## src/rtl/ath_pkg.sv

```systemverilog
package ath_pkg;

    localparam int TABLE_ENTRIES = 1024;
    localparam int IDX_W = $clog2(TABLE_ENTRIES);
    localparam int CNT_W = IDX_W + 1;
    localparam logic [63:0] HASH_MULT = 64'hff51afd7ed558ccd;
    localparam int HASH_SHIFT = 33;
    localparam int ADDR_SHIFT = 4;

    localparam logic [2:0] ST_NEW     = 3'd0;
    localparam logic [2:0] ST_REPLACE = 3'd1;
    localparam logic [2:0] ST_FULL    = 3'd2;
    localparam logic [2:0] ST_FREED   = 3'd3;
    localparam logic [2:0] ST_UNKNOWN = 3'd4;
    localparam logic [2:0] ST_IGNORED = 3'd5;

    localparam logic KIND_ALLOC = 1'b0;
    localparam logic KIND_FREE  = 1'b1;

    typedef struct packed {
        logic        kind;
        logic [63:0] block_address;
        logic [31:0] block_size;
        logic [63:0] caller_address;
        logic [7:0]  object_class;
        logic [7:0]  object_tag;
    } t_in_item;

    typedef struct packed {
        logic [2:0]  status;
        logic [15:0] slot_index;
        logic [63:0] sequence_number;
        logic [63:0] live_count;
        logic [63:0] live_bytes;
        logic [63:0] peak_count;
        logic [63:0] peak_bytes;
        logic [63:0] alloc_total;
        logic [63:0] free_total;
        logic [63:0] collision_total;
        logic [63:0] full_total;
        logic [63:0] unknown_free_total;
    } t_out_item;

    // Commands from the controller to the datapath.
    typedef struct packed {
        logic clr;        // clear one slot of the clearing pass
        logic load;       // capture input item
        logic hash_mul;   // register the hash partial products
        logic hash_fin;   // form the start slot
        logic rd;         // read the probe slot
        logic step;       // advance the probe
        logic wr_alloc;   // write the record at the probe slot
        logic wr_free;    // clear the active mark at the probe slot
        logic stat_peak;  // update peaks after an allocation
        logic[2:0] status;
        logic res_load;   // capture the result item
    } t_cmd;

    // Status from the datapath to the controller.
    typedef struct packed {
        logic ignore;
        logic kind;
        logic slot_active;
        logic addr_match;
        logic addr_zero;
        logic last_probe;
    } t_sts;

endpackage

```

## src/rtl/ath_ctrl.sv

```systemverilog
module ath_ctrl (
    input  logic          i_clk,
    input  logic          i_rst_n,
    input  logic          i_in_valid,
    output logic          o_in_stall,
    output logic          o_out_valid,
    input  logic          i_out_stall,
    input  ath_pkg::t_sts i_sts,
    output ath_pkg::t_cmd o_cmd
);
    import ath_pkg::*;

    typedef enum logic [3:0] {
        S_CLR, S_IDLE, S_MUL, S_FIN, S_RD, S_CHK, S_PEAK, S_RES, S_OUT
    } t_state;

    t_state     r_state, n_state;
    logic       r_out_valid, n_out_valid;
    logic [2:0] r_status, n_status;

    assign o_in_stall  = (r_state != S_IDLE);
    assign o_out_valid = r_out_valid;

    // Next state and commands.
    always_comb begin
        n_state     = r_state;
        n_out_valid = r_out_valid;
        n_status    = r_status;
        o_cmd       = '0;
        o_cmd.status = r_status;
        unique case (r_state)
            S_CLR: begin
                o_cmd.clr = 1'b1;
                if (i_sts.last_probe) n_state = S_IDLE;
            end
            S_IDLE: begin
                if (i_in_valid) begin
                    o_cmd.load = 1'b1;
                    n_state = S_MUL;
                end
            end
            S_MUL: begin
                if (i_sts.ignore) begin
                    n_status = ST_IGNORED;
                    n_state  = S_RES;
                end else begin
                    o_cmd.hash_mul = 1'b1;
                    n_state = S_FIN;
                end
            end
            S_FIN: begin
                o_cmd.hash_fin = 1'b1;
                n_state = S_RD;
            end
            S_RD: begin
                o_cmd.rd = 1'b1;
                n_state = S_CHK;
            end
            S_CHK: begin
                if (i_sts.kind == KIND_ALLOC) begin
                    if (!i_sts.slot_active || i_sts.addr_match) begin
                        o_cmd.wr_alloc = 1'b1;
                        n_status = i_sts.slot_active ? ST_REPLACE : ST_NEW;
                        n_state  = S_PEAK;
                    end else begin
                        o_cmd.step = 1'b1;
                        if (i_sts.last_probe) begin
                            n_status = ST_FULL;
                            n_state  = S_RES;
                        end else begin
                            n_state = S_RD;
                        end
                    end
                end else begin
                    if (i_sts.slot_active && i_sts.addr_match) begin
                        o_cmd.wr_free = 1'b1;
                        n_status = ST_FREED;
                        n_state  = S_RES;
                    end else if ((!i_sts.slot_active && i_sts.addr_zero) ||
                                 i_sts.last_probe) begin
                        n_status = ST_UNKNOWN;
                        n_state  = S_RES;
                    end else begin
                        o_cmd.step = 1'b1;
                        n_state = S_RD;
                    end
                end
            end
            S_PEAK: begin
                o_cmd.stat_peak = 1'b1;
                n_state = S_RES;
            end
            S_RES: begin
                o_cmd.res_load = 1'b1;
                n_out_valid = 1'b1;
                n_state = S_OUT;
            end
            S_OUT: begin
                if (!i_out_stall) begin
                    n_out_valid = 1'b0;
                    n_state = S_IDLE;
                end
            end
            default: n_state = S_IDLE;
        endcase
    end

    // State and registered outputs.
    always_ff @(posedge i_clk) begin
        if (!i_rst_n) begin
            r_state     <= S_CLR;
            r_out_valid <= 1'b0;
            r_status    <= ST_IGNORED;
        end else begin
            r_state     <= n_state;
            r_out_valid <= n_out_valid;
            r_status    <= n_status;
        end
    end

    a_valid_out: assert property (@(posedge i_clk) disable iff (!i_rst_n)
        r_out_valid |-> r_state == S_OUT)
        else $error("output valid outside output state");
    a_hold: assert property (@(posedge i_clk) disable iff (!i_rst_n)
        (r_out_valid && i_out_stall) |=> r_out_valid)
        else $error("result item dropped while stalled");
    a_one_write: assert property (@(posedge i_clk) disable iff (!i_rst_n)
        !(o_cmd.wr_alloc && o_cmd.wr_free))
        else $error("two writes in one cycle");

endmodule

```

## config.mk

```make
export PLATFORM = sky130hd
export DESIGN_NAME = ath_ctrl
export DESIGN_NICKNAME = d
export VERILOG_FILES = /design/src/rtl/ath_pkg.sv /design/src/rtl/ath_ctrl.sv
export SDC_FILE = /design/constraint.sdc
export NUM_CORES = 1
export LEC_CHECK = 0
export BUFFER_PORTS_ARGS = -buffer_cell sky130_fd_sc_hd__buf_4
export CAP_MARGIN = 15
export CORE_MARGIN = 10
export CORE_UTILIZATION = 42
export DETAILED_ROUTE_END_ITERATION = 8
export MAX_ROUTING_LAYER = met4
export PLACE_DENSITY = 0.8
export SETUP_SLACK_MARGIN = 0.4
export SLEW_MARGIN = 10
export SYNTH_ARGS = -nofsm -noshare
export SYNTH_HDL_FRONTEND = slang
export SYNTH_SLANG_ARGS = --single-unit
```

## constraint.sdc

```tcl
create_clock -name i_clk -period 1.27 [get_ports i_clk]
set_input_delay 0.127 -clock i_clk [delete_from_list [all_inputs] [get_ports i_clk]]
set_output_delay 0.127 -clock i_clk [all_outputs]
set_load 0.02 [all_outputs]
```

Word level (Yosys, flattened, before mapping)
Cells that the tools add are included.
Storage, ports and cells
  input bits: 10
  output and inout port bits: 15
  flip-flop bits (word level): 8
Operators by class
  reduce and logical (&&, ||, !) cells: 11
  equal/unequal tests: 15
  multiplexer cells: 38
Operators by type and width (count)
  4-bit one-hot mux with 9 select lines: 1
  3-bit two-way mux: 8
  4-bit two-way mux: 6
  1-bit two-way mux: 19
  4-bit by 3-bit equality test with 1-bit output (second input constant): 4
  4-bit by 2-bit equality test with 1-bit output (second input constant): 2
  2-bit inequality test (second input constant): 4
  4-bit inequality test (second input constant): 2
  3-bit one-hot mux with 2 select lines: 1
  4-bit by 1-bit equality test with 1-bit output (second input constant): 1
  4-bit equality test (second input constant): 1
  4-bit logical NOT: 1
  2-bit two-way mux: 2
  4-bit by 1-bit inequality test with 1-bit output (second input constant): 1
  4-bit AND reduction: 1
  2-bit nonzero test: 2
  3-bit AND reduction: 1
  1-bit logical AND: 2
  1-bit logical OR: 2
  1-bit one-hot mux with 2 select lines: 1
  2-bit AND reduction: 1
  1-bit logical NOT: 1

Longest topological paths before layout
Gate-level depths: netlist of the first run.
  depth after elaboration: 7
  mapped depth: 4
  depth with buffers taken out: 3

Worst setup path after synthesis of the first run
Ideal clock, no wire load.
  path type: reg-to-output
  start point: register r_state[2]
  end point: output o_cmd[8] (netlist bit)
  required time: 1.143 ns
  data arrival time: 1.359 ns
  cell stages (with the launch flop): 3
  path slack: -0.216 ns
  cell sequence: dfxtp_1 buf_2 nor4b_1
RTL lines
  start: declaration: RTL line ath_ctrl.sv:17  | t_state r_state, n_state;
  start signal: assignment: RTL line ath_ctrl.sv:115  | r_state <= n_state;
  end: declaration: RTL line ath_ctrl.sv:9  | output ath_pkg::t_cmd o_cmd

==> impl_metrics.py, run 1 <==
metrics = {
    "worst_setup_path": {
        "rr_worst_depth": 6,
        "crit_type": "register to primary output",
        "end_kind": "primary output",
        "critPathMaxStageDelay_ns": 0.39,
        "critPathSlowestCell": "dfxtp_4",
        "setup.worst_path.start_class": "register",
        "rr_startpoint": "r_state[0]$_SDFFE_PN0P_",
        "cp_num_buf_inv": 2,
        "r2r-end": "r_state[1]$_SDFFE_PN0P_",
        "path_delay_family": "flip-flops",
        "r2r_slack_ns": -0.14,
        "crit_arrival_ns": 1.31,
        "path_cells": "buf_4 -> nand4bb_4 -> nor3_2 -> buf_4",
        "cp_max_fo": 6,
        "cp.required_ns": 1.14,
        "cpMostUsedCell": "buf_4",
    },
    "global_routing": {
        "grt_pass1_vias": 872,
        "overflow": 0,
        "grt_max_degree": 9,
        "grt_antenna_before_repair": 0,
        "grt_pass1_wl_um": 4333,
        "grt_usage": 0.1593,
    },
    "clocking": {
        "clkTransAtPathRegs_ns": 0.06,
        "cts.sinks": 8,
        "cts_buffers": 3,
        "h-tree-depth": 1,
        "root_buffer": "clkbuf_4",
        "worstSkewPairLatency_ns": 0.27,
        "clk_path_buf_depth": 2,
        "cts_tree": "yes",
    },
    "synth": {
        "synth_cells": 72,
        "synth_area_um2": 660.6,
        "yosysWarnings": 0,
        "syn_avg_cell_area_um2": 9.175,
        "ys_seq_area_frac": 0.2424,
        "synth-seq-cells": 8,
        "synth.distinct_cells": 37,
        "synth_nets": 82,
        "synth_area_leader_cell": "dfxtp_1",
        "synth_top_area_share": 0.2424,
        "synthTopCellsByArea": "dfxtp_1, mux2i_1, nor3_1, a221oi_2, nand4bb_4",
    },
    "power": {
        "pwr-share-seq": 0.291,
        "comb_power_share": 0.501,
        "switching_power_mw": 0.3690,
        "p_leak_nw": 0.5190,
        "clkPwrFrac": 0.208,
        "p_int_mw": 0.6489,
        "power_per_cell_area_mw_per_mm2": 767.5,
        "switching_share": 0.3625,
        "ir_worst_vdd_v": 0.0006904,
        "finalPower_mw": 1.018,
    },
    "timing": {
        "max_freq_ghz": 0.6951,
        "worst_pin_slew_ns": 0.3706,
        "tns_ns": -2.019,
        "setup_ws_ns": -0.1686,
        "finalHoldViolCount": 0,
        "finClkSkew_ns": 0.002708,
        "rsz0062_at_grt": "true",
        "finalSetupViolCount": 18,
        "slew_headroom": 0.7514,
        "period_share": 1.133,
        "hold_slack_ns": 0.1632,
        "final_max_slew_viol_count": 0,
        "period_needed_ns": 1.439,
    },
    "die": {
        "fp-row-count": 14,
        "boundaryPins": 25,
        "die_area_mm2": 0.003559,
        "core_mm2": 0.001489,
        "die_x_um": 59.66,
        "die_y_um": 59.66,
        "initial_core_util": 0.4437,
    },
    "placed_design": {
        "port_buffers": 24,
        "dp_slack_ns": 0.03867,
        "dpl.hpwl_um": 1581,
        "gp_congestion": 0.7757,
        "dpl_cell_area_mm2": 0.001016,
        "dp.cells": 118,
    },
    "finish": {
        "drive_gt1_frac": 0.7333,
        "utilization": 0.8908,
        "mostFrequentLayoutCells": "buf_4, buf_6, nand2_1",
        "instances_no_fill": 136,
        "nets": 132,
        "diodes": 0,
        "syn_to_final_growth_pct": 100.8,
        "layout_commonest_cell": "buf_4",
        "nFillCells": 72,
        "design_area_mm2": 0.001326,
    },
    "route": {
        "postRouteWirelength_um": 2748,
        "drtPass1Iterations": 4,
        "via_per_inst": 5.963,
        "drtIter0Drc": 19,
        "drc_errors": 0,
        "wl_per_cell_um": 20.21,
        "vias": 811,
        "drt.antenna.violating_nets": 0,
    },
    "flow_run": {
        "drv_cap": 0,
    },
    "worst_hold_path": {
        "min_to": "o_out_valid$_SDFFE_PN0P_",
        "hold_path_depth": 3,
        "min_path_type": "primary input to register",
        "min-delay-start": "i_out_stall",
    },
    "status": {
        "status": "complete, but fails checks",
        "failed_checks": "setup timing",
    },
}
[flip-flops by register name, summed over array words and instances, names as in the netlist]
signal       count
o_out_valid      1
r_state          4
r_status         3
[power groups by stage]
stage / logic (mW) / clock network, mW / registers, mW
floorplan: 0.216 / 0 / 0.294
global placement: 0.335 / 0 / 0.303
detailed placement: 0.341 / 0 / 0.306
CTS: 0.436 / 0.210 / 0.295
global route: 0.536 / 0.221 / 0.299
finish: 0.510 / 0.212 / 0.296
[timing repair]
item                                    in CTS  in global routing
endpoints found under the hold margin        0                  0
pin swaps                                   10                 10
gates resized for setup                     34                 14
hold buffers                                 0                  0
endpoints found under the setup margin      21                 20
buffers inserted                            10                  5
[layer usage]
layer | wire length (um) | vias to the layer above | part of all wire | GRT usage
met5 | 0 | - | 0 | -
met4 | 66 | 0 | 0.024 | 0.07692
met3 | 151 | 7 | 0.055 | 0.04025
met2 | 1383 | 30 | 0.50 | 0.2544
met1 | 1146 | 398 | 0.42 | 0.1802
li1 | - | 376 | - | -
[worst max path at each step]
stage	start	endpoint	slack (ns)	cells after the start
2_1_floorplan	r_state[0]$_SDFFE_PN0P_	o_out_valid$_SDFFE_PN0P_	0.13	3
3_3_place_gp	r_state[0]$_SDFFE_PN0P_	o_out_valid$_SDFFE_PN0P_	0.06	3
3_5_place_dp	r_state[0]$_SDFFE_PN0P_	o_out_valid$_SDFFE_PN0P_	0.04	3
4_1_cts	r_state[0]$_SDFFE_PN0P_	o_cmd[10]	-0.16	4
5_1_grt	r_state[3]$_SDFFE_PN0P_	o_cmd[10]	-0.22	4
6_report	r_state[0]$_SDFFE_PN0P_	o_cmd[6]	-0.17	4
[worst min-delay path, delay by kind of cell]
kind                   cells  cell delay [ns]
buffers and inverters      1             0.09
and+or+nand+nor            1             0.10
AOI/OAI and AO/OA          1             0.07
[kinds of logic (layout without fill, tap and decap cells)]
| family | Yosys count | after routing | synth area share |
|---|---|---|---|
| AND/OR/NAND/NOR | 35 | 35 | 0.4243 |
| AO/OA/AOI/OAI | 17 | 17 | 0.2103 |
| buffers and inverters | 7 | 55 | 0.04735 |
| multiplexers | 4 | 4 | 0.06250 |
| XOR/XNOR | 1 | 1 | 0.01326 |
| flip-flops | 8 | 8 | 0.2424 |
[cell type report]
class,count,area [um^2],area share
clock buffers,3,22.52,0.01698
inverters,3,11.26,0.008491
repair buffers,49,461.7,0.3481
multi-input cells,57,630.6,0.4755
well taps,16,20.02,0.01509
flip-flops and latches,8,180.2,0.1358
[synth_stat cells]
| master | instances |
|---|---|
| and2_1 | 1 |
| a221oi_2 | 2 |
| and3_1 | 1 |
| nor2b_1 | 3 |
| nor3b_4 | 1 |
| o31a_1 | 1 |
| or2_0 | 1 |
| dfxtp_1 | 8 |
| a21oi_1 | 4 |
| nor2_1 | 3 |
| nor4b_4 | 1 |
| nor3_4 | 1 |
| o221ai_1 | 1 |
| nand4bb_4 | 1 |
| and4bb_1 | 1 |
| o21a_1 | 1 |
| o22ai_1 | 1 |
| and4b_1 | 1 |
| nor4bb_1 | 1 |
| nor4_1 | 1 |
| a211oi_1 | 3 |
| nor3_1 | 6 |
| nor4b_2 | 1 |
| nand2_1 | 6 |
| nor3b_1 | 1 |
| nand2b_1 | 1 |
| a2bb2oi_1 | 1 |
| inv_1 | 3 |
| nor4b_1 | 1 |
| mux2_1 | 1 |
| o32ai_2 | 1 |
| nand4_1 | 1 |
| o21ai_0 | 2 |
| xnor2_1 | 1 |
| mux2i_1 | 3 |
| buf_2 | 4 |
| or4b_1 | 1 |
(Power assumes the default switching activity.)
==> inputs of run 2 (changes only) <==
Settings changed: RECOVER_POWER set to 25.
==> run 2 against run 1 <==
The flow still finishes with violations (setup timing). Register-to-register slack barely moved. Fmax unchanged. Sequential power is essentially flat. Routed wire length stayed put. Non-clock buffer count stayed put. Largest cell class unchanged. Largest power group unchanged. Highest routed layer unchanged.
==> impl_metrics.py, run 2 (same netlist as run 1, synthesis figures left out) <==
metrics = {
    "status": {
        "status": "complete, but fails checks",
        "failed_checks": "setup timing",
    },
    "finish": {
        "drive_gt1_frac": 0.7250,
        "diodes": 0,
        "instances_no_fill": 136,
        "nFillCells": 73,
        "syn_to_final_growth_pct": 100.6,
        "layout_commonest_cell": "buf_4",
        "largest_register_ffs": 4,
        "nets": 132,
        "largest_register": "r_state",
        "utilization": 0.8899,
        "mostFrequentLayoutCells": "buf_4, buf_6, nand2_1",
    },
    "power": {
        "switching_power_mw": 0.3690,
        "finalPower_mw": 1.018,
        "pwr-share-seq": 0.291,
        "clkPwrFrac": 0.208,
        "comb_power_share": 0.501,
        "switching_share": 0.3625,
        "ir_worst_vdd_v": 0.0006904,
        "p_int_mw": 0.6489,
        "p_leak_nw": 0.5185,
        "power_per_cell_area_mw_per_mm2": 768.2,
    },
    "worst_setup_path": {
        "crit_type": "register to primary output",
        "rr_worst_depth": 6,
        "cp.depth": 4,
        "cp_num_buf_inv": 2,
        "path_cells": "buf_4 -> nand4bb_4 -> nor3_2 -> buf_4",
        "crit_arrival_ns": 1.31,
        "cp.required_ns": 1.14,
        "critPathMaxStageDelay_ns": 0.39,
        "setup.worst_path.start_class": "register",
        "cpMostUsedCell": "buf_4",
        "cp_max_fo": 6,
        "r2r_slack_ns": -0.14,
        "end_kind": "primary output",
        "critPathSlowestCell": "dfxtp_4",
        "path_delay_family": "flip-flops",
    },
    "clocking": {
        "root_buffer": "clkbuf_4",
        "cts_tree": "yes",
        "holdBufCountCts": 0,
        "clk_path_buf_depth": 2,
        "cts_buffers": 3,
        "worstSkewPairLatency_ns": 0.27,
        "clkTransAtPathRegs_ns": 0.06,
        "h-tree-depth": 1,
        "cts.sinks": 8,
    },
    "route": {
        "drc_errors": 0,
        "via_per_inst": 5.963,
        "vias": 811,
        "drtIter0Drc": 19,
        "wl_per_cell_um": 20.21,
        "postRouteWirelength_um": 2748,
        "drt.antenna.violating_nets": 0,
        "drtPass1Iterations": 4,
    },
    "die": {
        "die_x_um": 59.66,
        "die_area_mm2": 0.003559,
        "initial_core_util": 0.4437,
        "boundaryPins": 25,
        "fp-row-count": 14,
        "core_mm2": 0.001489,
        "die_y_um": 59.66,
    },
    "placed_design": {
        "dpl.hpwl_um": 1581,
        "port_buffers": 24,
        "gp_congestion": 0.7757,
        "dp_slack_ns": 0.03867,
        "dp.cells": 118,
    },
    "timing": {
        "finClkSkew_ns": 0.002708,
        "finalHoldViolCount": 0,
        "max_freq_ghz": 0.6951,
        "slew_headroom": 0.7514,
        "finalSetupViolCount": 18,
        "hold_slack_ns": 0.1632,
        "final_max_slew_viol_count": 0,
        "rsz0062_at_grt": "true",
        "setup_ws_ns": -0.1686,
        "period_share": 1.133,
        "period_needed_ns": 1.439,
        "worst_pin_slew_ns": 0.3706,
    },
    "flow_run": {
        "drv_cap": 0,
    },
    "global_routing": {
        "grt_antenna_before_repair": 0,
        "grt_max_degree": 9,
        "grt_pass1_wl_um": 4333,
        "grt_pass1_vias": 872,
        "overflow": 0,
        "grt_usage": 0.1593,
    },
    "worst_hold_path": {
        "hold_path_depth": 3,
        "min_path_type": "primary input to register",
    },
}
[run 2: worst reg2reg max path: stages, from the launching register on]
cell      delay [ns]
dfxtp_4         0.37
buf_4           0.14
buf_6           0.12
buf_6           0.12
mux2i_4         0.19
a221oi_2        0.25
o31a_1          0.17
[run 2: cell type report]
type	count	area, um^2	share of cell area
sequential	8	178.9	0.1350
inverter	3	11.26	0.008499
multi-input combinational	57	630.6	0.4759
clock buffer	3	22.52	0.01700
tap	16	20.02	0.01511
timing repair buffer	49	461.7	0.3484
[run 2: stage by stage]
stage,instance area [um^2],setup TNS (ns)
after global placement,1016,0
after floorplan,778.2,0
after global routing,1325,-2.782
after detailed placement,1016,0
after CTS,1232,-1.076
final,1325,-2.015
[run 2: path summary, 6_finish.rpt]
kind / start / end
min reg2reg: r_status[0]$_SDFFE_PN1P_ / r_status[0]$_SDFFE_PN1P_
max reg2reg: r_state[0]$_SDFFE_PN0P_ / r_state[1]$_SDFFE_PN0P_
min: i_out_stall / o_out_valid$_SDFFE_PN0P_
max: r_state[0]$_SDFFE_PN0P_ / o_cmd[6]
[run 2: power groups by stage]
stage	combinational (mW)	sequential (mW)	clock, mW
detailed placement	0.341	0.306	0
floorplan	0.216	0.294	0
CTS	0.436	0.295	0.210
global route	0.536	0.299	0.221
global placement	0.335	0.303	0
finish	0.510	0.296	0.212
[run 2: layer usage]
layer / wire length [um] / vias up / track usage
met2: 1383 / 30 / 0.2544
met4: 66 / 0 / 0.07692
met1: 1146 / 398 / 0.1802
li1: - / 376 / -
met5: 0 / - / -
met3: 151 / 7 / 0.04025
[run 2: timing repair]
action                                 in CTS  in global routing
endpoints found under the hold margin       0                  0
pin swaps                                  10                 10
setup buffers                              10                  5
resized for setup                          34                 14
setup endpoints to repair                  21                 20
